===== src/u16u8_pkg.sv =====
`default_nettype none

package u16u8_pkg;

	// Input transaction: one UTF-16 code unit
	typedef struct packed {
		logic [15:0] code_unit;
		logic        string_end;
	} unit_t;

	// Output transaction: one UTF-8 byte
	typedef struct packed {
		logic [7:0] out_byte;
		logic       run_last;
		logic       string_done;
	} utf8_t;

	localparam int JOB_BYTES = 6;
	localparam int ENC_BYTES = 4;

	localparam logic [15:0] HIGH_FIRST = 16'hD800;
	localparam logic [15:0] HIGH_LAST  = 16'hDBFF;
	localparam logic [15:0] LOW_FIRST  = 16'hDC00;
	localparam logic [15:0] LOW_LAST   = 16'hDFFF;

	localparam logic [20:0] SUPP_BASE  = 21'h010000;
	localparam logic [20:0] REPL_CP    = 21'h00FFFD;
	localparam logic [20:0] LIM_1BYTE  = 21'h000080;
	localparam logic [20:0] LIM_2BYTE  = 21'h000800;
	localparam logic [20:0] LIM_3BYTE  = 21'h010000;

	localparam logic [7:0] LEAD_2 = 8'hC0;
	localparam logic [7:0] LEAD_3 = 8'hE0;
	localparam logic [7:0] LEAD_4 = 8'hF0;
	localparam logic [7:0] CONT   = 8'h80;
	localparam logic [5:0] CONT_MASK = 6'h3F;

	typedef logic [2:0] blen_t;

	typedef struct packed {
		logic [ENC_BYTES-1:0][7:0] b;
		blen_t                     len;
	} enc_t;

	// One queued job: all bytes caused by one code unit, first byte in slot 0
	typedef struct packed {
		logic [JOB_BYTES-1:0][7:0] bytes;
		blen_t                     len;
		logic                      str_end;
	} job_t;

	function automatic enc_t encode(input logic [20:0] cp);
		enc_t e;
		e = '0;
		if (cp < LIM_1BYTE) begin
			e.b[0] = cp[7:0];
			e.len  = 3'd1;
		end else if (cp < LIM_2BYTE) begin
			e.b[0] = LEAD_2 | {3'b000, cp[10:6]};
			e.b[1] = CONT | {2'b00, cp[5:0] & CONT_MASK};
			e.len  = 3'd2;
		end else if (cp < LIM_3BYTE) begin
			e.b[0] = LEAD_3 | {4'b0000, cp[15:12]};
			e.b[1] = CONT | {2'b00, cp[11:6]};
			e.b[2] = CONT | {2'b00, cp[5:0]};
			e.len  = 3'd3;
		end else begin
			e.b[0] = LEAD_4 | {5'b00000, cp[20:18]};
			e.b[1] = CONT | {2'b00, cp[17:12]};
			e.b[2] = CONT | {2'b00, cp[11:6]};
			e.b[3] = CONT | {2'b00, cp[5:0]};
			e.len  = 3'd4;
		end
		return e;
	endfunction

endpackage

`default_nettype wire


===== src/utf16_to_utf8_stream.sv =====
`default_nettype none

// UTF-16 to UTF-8 stream converter. Each unit_data transaction carries one
// UTF-16 code unit and a flag marking the last unit of a string; each utf8_data
// transaction carries one UTF-8 byte, with run_last on the final byte caused by
// a unit and string_done on that byte when the unit ended the string. A high
// surrogate is held and produces nothing until the next unit: a low surrogate
// joins it into four bytes, anything else first yields U+FFFD (EF BF BD) and is
// then converted on its own. Lone low surrogates and a high surrogate that ends
// the string also become U+FFFD. The front stage classifies and encodes a unit
// in the cycle it is accepted and takes a new unit every cycle while its
// two-entry job queue has room; the back stage sends one byte per cycle while
// the receiver is ready, from the queue head through a registered output. A
// unit therefore causes 0 to 6 bytes, and that single-byte output port sets
// the sustained rate. The first byte of a unit passes through the job queue
// and then the output register before it is presented on utf8_data.
module utf16_to_utf8_stream (
	input  wire logic              clk,
	input  wire logic              arst_n,
	input  wire logic              unit_valid,
	output logic                   unit_ready,
	input  wire u16u8_pkg::unit_t  unit_data,
	output logic                   utf8_valid,
	input  wire logic              utf8_ready,
	output u16u8_pkg::utf8_t       utf8_data
);

	// front to queue
	logic             push;
	u16u8_pkg::job_t  push_job;
	logic             q_full;

	// queue to back
	logic             head_valid;
	u16u8_pkg::job_t  head_job;
	logic             pop;

	// Classify the unit, track the held surrogate, build the byte job
	u16u8_front u_front (
		.clk        (clk),
		.arst_n     (arst_n),
		.unit_valid (unit_valid),
		.unit_ready (unit_ready),
		.unit_data  (unit_data),
		.q_full     (q_full),
		.push       (push),
		.push_job   (push_job)
	);

	// Hold jobs so the input side keeps moving while bytes drain
	u16u8_fifo u_fifo (
		.clk        (clk),
		.arst_n     (arst_n),
		.push       (push),
		.push_job   (push_job),
		.full       (q_full),
		.head_valid (head_valid),
		.head_job   (head_job),
		.pop        (pop)
	);

	// Serialize each job one byte per transaction
	u16u8_back u_back (
		.clk        (clk),
		.arst_n     (arst_n),
		.head_valid (head_valid),
		.head_job   (head_job),
		.pop        (pop),
		.utf8_valid (utf8_valid),
		.utf8_ready (utf8_ready),
		.utf8_data  (utf8_data)
	);

endmodule

`default_nettype wire


===== src/u16u8_front.sv =====
`default_nettype none

module u16u8_front (
	input  wire logic              clk,
	input  wire logic              arst_n,
	input  wire logic              unit_valid,
	output logic                   unit_ready,
	input  wire u16u8_pkg::unit_t  unit_data,
	input  wire logic              q_full,
	output logic                   push,
	output u16u8_pkg::job_t        push_job
);

	logic        pend_q, pend_d;
	logic [9:0]  hi_q, hi_d;
	logic        is_high, is_low, pre;
	logic [15:0] u;
	logic [20:0] pair_cp;
	u16u8_pkg::enc_t main_enc, repl_enc;

	assign u          = unit_data.code_unit;
	assign is_high    = (u >= u16u8_pkg::HIGH_FIRST) && (u <= u16u8_pkg::HIGH_LAST);
	assign is_low     = (u >= u16u8_pkg::LOW_FIRST) && (u <= u16u8_pkg::LOW_LAST);
	assign pair_cp    = u16u8_pkg::SUPP_BASE + {1'b0, hi_q, u[9:0]};
	assign repl_enc   = u16u8_pkg::encode(u16u8_pkg::REPL_CP);
	assign unit_ready = !q_full;

	always_comb begin
		pend_d   = pend_q;
		hi_d     = hi_q;
		pre      = 1'b0;
		main_enc = '0;
		if (pend_q && is_low) begin
			main_enc = u16u8_pkg::encode(pair_cp);
			pend_d   = 1'b0;
			hi_d     = '0;
		end else begin
			// held high surrogate without a partner: replace, then treat unit afresh
			pre    = pend_q;
			pend_d = 1'b0;
			hi_d   = '0;
			if (is_high && !unit_data.string_end) begin
				pend_d = 1'b1;
				hi_d   = u[9:0];
			end else if (is_high || is_low) begin
				main_enc = repl_enc;
			end else begin
				main_enc = u16u8_pkg::encode({5'b00000, u});
			end
		end
	end

	always_comb begin
		push_job         = '0;
		push_job.str_end = unit_data.string_end;
		if (pre) begin
			push_job.bytes[0] = repl_enc.b[0];
			push_job.bytes[1] = repl_enc.b[1];
			push_job.bytes[2] = repl_enc.b[2];
			push_job.bytes[3] = main_enc.b[0];
			push_job.bytes[4] = main_enc.b[1];
			push_job.bytes[5] = main_enc.b[2];
			push_job.len      = 3'd3 + main_enc.len;
		end else begin
			push_job.bytes[3:0] = main_enc.b;
			push_job.len        = main_enc.len;
		end
	end

	// drop units that leave nothing to send (a held high surrogate)
	assign push = unit_valid && unit_ready && (push_job.len != '0);

	always_ff @(posedge clk or negedge arst_n) begin
		if (!arst_n) begin
			pend_q <= 1'b0;
			hi_q   <= '0;
		end else if (unit_valid && unit_ready) begin
			pend_q <= pend_d;
			hi_q   <= hi_d;
		end
	end

endmodule

`default_nettype wire


===== src/u16u8_fifo.sv =====
`default_nettype none

module u16u8_fifo (
	input  wire logic             clk,
	input  wire logic             arst_n,
	input  wire logic             push,
	input  wire u16u8_pkg::job_t  push_job,
	output logic                  full,
	output logic                  head_valid,
	output u16u8_pkg::job_t       head_job,
	input  wire logic             pop
);

	// Two entries at fixed places: the head and the one waiting behind it
	u16u8_pkg::job_t  head_q, next_q;
	logic [1:0]       cnt_q;

	assign full       = (cnt_q == 2'd2);
	assign head_valid = (cnt_q != 2'd0);
	assign head_job   = head_q;

	always_ff @(posedge clk) begin
		if (pop) begin
			if (cnt_q == 2'd2) begin
				// advance the waiting entry to the head
				head_q <= next_q;
				if (push) begin
					next_q <= push_job;
				end
			end else if (push) begin
				head_q <= push_job;
			end
		end else if (push) begin
			if (cnt_q == 2'd0) begin
				head_q <= push_job;
			end else begin
				next_q <= push_job;
			end
		end
	end

	always_ff @(posedge clk or negedge arst_n) begin
		if (!arst_n) begin
			cnt_q <= '0;
		end else begin
			if (push && !pop) begin
				cnt_q <= cnt_q + 2'd1;
			end else if (pop && !push) begin
				cnt_q <= cnt_q - 2'd1;
			end
		end
	end

endmodule

`default_nettype wire


===== src/u16u8_back.sv =====
`default_nettype none

module u16u8_back (
	input  wire logic             clk,
	input  wire logic             arst_n,
	input  wire logic             head_valid,
	input  wire u16u8_pkg::job_t  head_job,
	output logic                  pop,
	output logic                  utf8_valid,
	input  wire logic             utf8_ready,
	output u16u8_pkg::utf8_t      utf8_data
);

	logic              out_valid_q;
	u16u8_pkg::utf8_t  out_q;
	u16u8_pkg::blen_t  idx_q;
	logic [7:0]        sel_byte;
	logic              is_last, load;

	always_comb begin
		case (idx_q)
			3'd0:    sel_byte = head_job.bytes[0];
			3'd1:    sel_byte = head_job.bytes[1];
			3'd2:    sel_byte = head_job.bytes[2];
			3'd3:    sel_byte = head_job.bytes[3];
			3'd4:    sel_byte = head_job.bytes[4];
			3'd5:    sel_byte = head_job.bytes[5];
			default: sel_byte = 8'h00;
		endcase
	end

	assign is_last    = (idx_q == head_job.len - 3'd1);
	assign load       = head_valid && (!out_valid_q || utf8_ready);
	assign pop        = load && is_last;
	assign utf8_valid = out_valid_q;
	assign utf8_data  = out_q;

	always_ff @(posedge clk or negedge arst_n) begin
		if (!arst_n) begin
			out_valid_q <= 1'b0;
			idx_q       <= '0;
		end else if (load) begin
			out_valid_q <= 1'b1;
			idx_q       <= is_last ? '0 : idx_q + 3'd1;
		end else if (utf8_ready) begin
			out_valid_q <= 1'b0;
		end
	end

	always_ff @(posedge clk) begin
		if (load) begin
			out_q.out_byte    <= sel_byte;
			out_q.run_last    <= is_last;
			out_q.string_done <= is_last && head_job.str_end;
		end
	end

	a_pop_shows_last: assert property (@(posedge clk) disable iff (!arst_n)
		pop |=> (out_valid_q && out_q.run_last))
		else $error("retired job without a last byte on the output");

	a_done_on_last: assert property (@(posedge clk) disable iff (!arst_n)
		(out_valid_q && out_q.string_done) |-> out_q.run_last)
		else $error("string end flagged on a byte that does not end its run");

	a_idx_in_range: assert property (@(posedge clk) disable iff (!arst_n)
		head_valid |-> (idx_q < head_job.len))
		else $error("byte index past the end of the queued job");

	a_job_not_empty: assert property (@(posedge clk) disable iff (!arst_n)
		head_valid |-> (head_job.len != '0))
		else $error("empty job reached the serializer");

endmodule

`default_nettype wire

===== config.mk =====
export PLATFORM = sky130hd
export DESIGN_NAME = utf16_to_utf8_stream
export DESIGN_NICKNAME = d
export VERILOG_FILES = /design/src/u16u8_pkg.sv /design/src/utf16_to_utf8_stream.sv /design/src/u16u8_front.sv /design/src/u16u8_fifo.sv /design/src/u16u8_back.sv
export SDC_FILE = /design/constraint.sdc
export NUM_CORES = 1
export LEC_CHECK = 0
export BUFFER_PORTS_ARGS = -buffer_cell sky130_fd_sc_hd__buf_2
export CAP_MARGIN = 20
export CORE_MARGIN = 5
export CORE_UTILIZATION = 55
export CTS_CLUSTER_SIZE = 10
export DETAILED_ROUTE_END_ITERATION = 8
export PLACE_DENSITY = 0.85
export SLEW_MARGIN = 0
export SYNTH_ARGS = -nofsm -noshare
export SYNTH_HDL_FRONTEND = slang
export SYNTH_SLANG_ARGS = --single-unit

===== constraint.sdc =====
create_clock -name clk -period 16.55 [get_ports clk]
set_input_delay 1.655 -clock clk [delete_from_list [all_inputs] [get_ports clk]]
set_output_delay 1.655 -clock clk [all_outputs]
set_load 0.03 [all_outputs]

Yosys cells after proc, flatten, opt, wreduce, memory -nomap -nowiden

Index checks and enable logic that the tools add are counted.

Flip-flop bits (word level): 131
Bits of input ports: 21
Word-level logic and storage cells: 112

Add/sub/neg operators: 6
Order comparisons: 9
Equality and inequality tests: 9
Muxes and demuxes: 35
Reduce and logical (&&, ||, !) cells: 29

Operators with widths:

| operator                                                     | count |
|---|---|
| two-way mux 52 bit                                           | 9 |
| two-way mux 35 bit                                           | 4 |
| two-way mux 16 bit                                           | 3 |
| one-hot mux 8 bit (6 select lines)                           | 1 |
| >= comparator 16 bit, second input constant                  | 2 |
| <= comparator 16 bit, second input constant                  | 2 |
| two-way mux 25 bit                                           | 1 |
| two-way mux 24 bit                                           | 1 |
| two-way mux 11 bit                                           | 2 |
| adder 17 x 20 -> 21 bit, first input constant                | 1 |
| less-than comparator 21 x 12 -> 1 bit, second input constant | 1 |
| less-than comparator 21 x 17 -> 1 bit, second input constant | 1 |
| less-than comparator 21 x 8 -> 1 bit, second input constant  | 1 |
| two-way mux 10 bit                                           | 2 |
| two-way mux 19 bit                                           | 1 |
| two-way mux 17 bit                                           | 1 |
| less-than comparator 16 x 12 -> 1 bit, second input constant | 1 |
| less-than comparator 16 x 8 -> 1 bit, second input constant  | 1 |
| two-way mux 8 bit                                            | 2 |
| nonzero test 2 bit                                           | 6 |
| logical AND 1 bit                                            | 11 |
| equality test 3 x 2 -> 1 bit, second input constant          | 2 |
| equality test 3 bit, second input constant                   | 2 |
| AND reduction 3 bit                                          | 2 |
| other kinds (18)                                             | 28 |

Longest topological paths before layout

Depth after elaboration: 14
Mapped depth: 15
Gate-level depth less buffers: 14

Hierarchy

From an unflattened synthesis, not the netlist that was laid out.

Cell total of the unflattened synthesis: 541
Area total of the unflattened synthesis: 7,019.2 um2

By module, submodules not included:

| module      | instances | cells an instance | area each (um2) | seq. area each (um2) |
|---|---|---|---|---|
| u16u8_fifo  | 1         | 179               | 4,124.0         | 3,173.0 |
| u16u8_front | 1         | 280               | 1,960.6         | 275.3 |
| u16u8_back  | 1         | 82                | 934.6           | 400.4 |

Worst setup path after synthesis

No wires, ideal clock.

Kind: input -> register
From: input port unit_data[16] (netlist bit)
To: register u_fifo.head_q, in the netlist u_fifo.head_job[0], enable pin
Data arrival time: 7.534 ns
Data required time: 16.009 ns
Setup slack: 8.476 ns
Cell stages on the path: 12
Buffers on the path: 2
Cell sequence: buf_2 > nand4b_1 > or3_1 > clkbuf_1 > a21oi_1 > or2_2 > ha_1 > nand2b_1 > o311a_1 > a21o_1 > ha_1 > a311oi_1

Word-level cells in the longest chain between the ends: 12

Ends and longest elaborated chain:

| element                                                             | line                               | source |
|---|---|---|
| start, declared                                                     | utf16_to_utf8_stream.sv:22         | `input wire u16u8_pkg::unit_t unit_data,` |
| less-than comparator 16 x 12 -> 1 bit, or another cell as far along | u16u8_pkg.sv:58                    | `end else if (cp < LIM_2BYTE) begin` |
| two-way mux 17 bit, or another cell as far along                    | u16u8_pkg.sv:58                    |  |
| two-way mux 11 bit or logical OR 1 bit (tied branches)              | u16u8_pkg.sv:55, u16u8_front.sv:45 |  |
| two-way mux 35 bit                                                  | u16u8_front.sv:45                  | `end else if (is_high \|\| is_low) begin` |
| two-way mux 35 bit                                                  | u16u8_front.sv:42                  | `if (is_high && !unit_data.string_end) begin` |
| two-way mux 35 bit                                                  | u16u8_front.sv:33                  | `if (pend_q && is_low) begin` |
| adder 2 x 3 -> 3 bit                                                | u16u8_front.sv:63                  | `push_job.len = 3'd3 + main_enc.len;` |
| two-way mux 35 bit *                                                | u16u8_front.sv:56                  | `if (pre) begin` |
| nonzero test 3 bit *                                                | u16u8_front.sv:71                  | `assign push = unit_valid && unit_ready && (push_job.len != '0);` |
| logical AND 1 bit *                                                 | u16u8_front.sv:71                  |  |
| nonzero test 2 bit (no line)                                        | --                                 |  |
| AND reduction 3 bit (no line) *                                     | --                                 |  |
| end signal, assigned                                                | u16u8_fifo.sv:26                   | `head_q <= next_q;` |
| end signal, assigned                                                | u16u8_fifo.sv:31                   | `head_q <= push_job;` |
| end signal, assigned                                                | u16u8_fifo.sv:35                   | `head_q <= push_job;` |
| end, declared                                                       | u16u8_fifo.sv:15                   | `u16u8_pkg::job_t head_q, next_q;` |

Mark *: on every way between the ends. The rest lies on a longest branch, timed or not.
A chain may end at the register's enable or synchronous reset.

Worst setup path after layout

From: input port unit_data[14] (netlist bit)
To: register u_fifo.head_q, in the netlist u_fifo.head_job[22], enable pin

The elaborated chain is that of the path after synthesis.

==> flow_summary.toml <==
[run_status]
status = "finished clean"

[clock_tree]
cts-htree-levels = 4
cts_max_path_buffers = 2
cts_resized = 0
clockRootBuffer = "clkbuf_16"
postCtsSetupRepairBufs = 0
clk_pin_slew_ns = 0.06
cts_hold_buf = 0
cts_made_buffers = 17
clk-insertion-delay-late_ns = 0.42
cts.sinks = 123
cts_tree = "yes"

[grt]
antenna_found_initial = 0
track_usage = 0.259
overflow = 0
grt_first_pass_wirelength_um = 28000
grt_pass1_vias = 4881
grt_max_degree = 52

[logic_synthesis]
yosysTopAreaCellShare = 0.491
async_reset_ff_frac = 0.138
synth_area_leaders = "edfxtp_1 (49%), dfrtp_1 (6.6%), mux2_2 (3.5%)"
ys_types = 70
synth_seq_cells = 123
synth_area_per_cell_um2 = 11.0
ys_seq_area_frac = 0.557
synthCells = 589
yosysWarnings = 0
syn-cell-area_um2 = 6480
syn_nets = 620
synth_edf_count = 106
synth-main-ff-cell = "edfxtp_1"
synth_top_area_cell = "edfxtp_1"

[floorplanning]
start_util = 0.565
die_area_um2 = 14100
pin_count = 33
die_x_um = 119
fp.coreArea_um2 = 11500
die_h_um = 119
rows = 39

[cells_and_area]
nets = 639
drive_gt1_frac = 0.190
seqCellArea_um2 = 3610
fillerInstances = 889
multi_input_area_um2 = 2680
syn_to_final_growth_pct = 12.3
diodes = 0

[sta]
tns_ns = 0
setup_viol = 0
slew_viol_final = 0
max_freq_ghz = 0.192
fin_ws_ns = 11.35
rsz0062_at_grt = "false"
worst_slew_pin_slew_ns = 1.08
clock_skew_ns = 0.0190
max_slew_margin = 0.282
hold_viol = 0
min_period_ns = 5.20
period_share = 0.314

[min_path]
hold_end = "u_fifo.head_job[48]"
hp-class = "flip-flop to flip-flop"
hp-start = "u_fifo.next_q[48]"
hold_path_depth = 2

[detailed_routing]
vias = 5082
drtAntennaViolNets = 0
drc_errors = 0
drt_wl_total_um = 17900
dr.pass1.iters = 5
drt_iter0_drc = 562
wire_per_inst_um = 23.4
via_per_inst = 6.65

[critical_path]
critPathArrivalTime_ns = 5.24
r2r_end = "u_fifo.head_job[22]"
startpoint_type = "input pin"
crit_path_end_kind = "flip-flop"
critical_path_class = "input pin to flip-flop"
r2r_setup_slack_ns = 12.15
critPathMaxFanout = 48
crit_required_ns = 16.59
r2r_cells = 13
r2r_start = "u_front.hi_q[6]"

[placement]
post-place-ws_ns = 10.97
dp_hpwl_um = 12300
place.gp.congestion = 0.940
numPortBuffers = 32

[power]
pwr_density_cell_nw_per_um2 = 140
leakage_nw = 2.65
ir_worst_vdd_mv = 0.0978

[run]
maxCapViolCount = 0
-- critical path: stages --
cell      delay [ns]
buf_2           0.13
nand4b_1        0.43
nor3_2          0.76
o21ai_0         0.28
nand3_1         0.16
ha_1            0.23
nand2b_1        0.16
o311a_1         0.21
a21o_1          0.22
ha_1            0.22
a311oi_4        0.20
buf_4           0.55
-- power by group --
part | switching, W | internal (W)
Combinational | 0.000168 | 0.0000733
Sequential | 0.0000269 | 0.000421
Clock | 0.000135 | 0.000198
Total | 0.000330 | 0.000692
-- layout make-up --
type | instances | area share
tap | 143 | 0.0246
timing repair buffer | 41 | 0.0313
multi-input combinational | 410 | 0.368
inverter | 15 | 0.00773
sequential | 123 | 0.496
clock buffer | 21 | 0.0633
clock inverter | 11 | 0.00980
-- worst max-delay path by stage --
stage / from / end / slack [ns] / cells past startpoint
6_report: unit_data[14] / u_fifo.head_job[22] / 11.35 / 12
4_1_cts: unit_data[14] / u_fifo.head_job[41] / 11.42 / 12
3_5_place_dp: unit_data[14] / u_fifo.head_job[15] / 10.97 / 12
2_1_floorplan: unit_data[16] / u_fifo.head_job[0] / 8.48 / 12
5_1_grt: unit_data[16] / u_fifo.head_job[22] / 11.13 / 12
3_3_place_gp: unit_data[14] / u_fifo.head_job[15] / 11.05 / 12
-- registers in the layout, indices dropped and copies added, names as in the netlist --
signal / cells
u_front.hi_q: 10
u_back.idx_q: 3
u_back.utf8_data: 10
u_fifo.next_q: 48
u_fifo.cnt_q: 2
u_back.utf8_valid: 1
u_fifo.head_job: 48
u_front.pend_q: 1
-- routing by layer --
layer | vias up | track usage | part of all wire
li1 | 2301 | - | -
met1 | 2462 | 0.357 | 0.41
met2 | 274 | 0.399 | 0.47
met3 | 45 | 0.0635 | 0.083
met4 | 0 | 0.0999 | 0.030
met5 | - | 0 | 0
-- cell usage in the layout, fill, tap and decap left out, types with 5 or more instances in the layout --
| cell type | n |
|---|---|
| or2_2 | 8 |
| dfrtp_1 | 17 |
| a222oi_1 | 6 |
| o21ai_1 | 9 |
| buf_2 | 32 |
| nand3_1 | 34 |
| inv_1 | 14 |
| and2_1 | 7 |
| a31oi_1 | 16 |
| a22oi_1 | 8 |
| o22ai_1 | 5 |
| buf_4 | 9 |
| clkbuf_16 | 17 |
| o21ai_0 | 27 |
| nor3_1 | 8 |
| nand2_1 | 57 |
| o31ai_1 | 6 |
| or3_1 | 5 |
| a21oi_1 | 35 |
| ha_1 | 10 |
| mux2_2 | 20 |
| mux2i_1 | 7 |
| nand2b_1 | 8 |
| edfxtp_1 | 106 |
| nor2_1 | 45 |
-- kinds of logic (layout without fill, tap and decap cells) --
logic type,count (synthesis),count (layout),synth area share
compound gates,170,170,0.183
xor+xnor,7,7,0.0116
fa+ha+maj,10,10,0.0193
buf+inv,56,88,0.0351
flops,123,123,0.557
mux,28,28,0.0479
simple gates,195,195,0.147
-- synth_stat cells (all sizes together) (8+ instances only) --
| cell | n |
|---|---|
| mux2 | 21 |
| clkbuf | 32 |
| nand2 | 57 |
| dfrtp | 17 |
| a22oi | 8 |
| o21ai | 38 |
| nand3 | 34 |
| nand2b | 8 |
| nor3 | 11 |
| edfxtp | 106 |
| inv | 14 |
| nor2 | 45 |
| or2 | 9 |
| a21oi | 36 |
| a31oi | 16 |
| ha | 10 |
| buf | 9 |
-- stage by stage --
step	power (W)	hold slack (ns)	std cells	utilization	area (um2)
finish	0.00102	0.520	764	0.635	7280
global placement	0.000678	0.490	732	0.588	6750
CTS	0.00102	0.521	764	0.635	7280
global route	0.00106	0.557	764	0.635	7280
floorplan	0.000618	0.484	589	-	6480
detailed placement	0.000690	0.506	732	0.588	6750
Note: power is estimated with default switching activity, not from simulation.
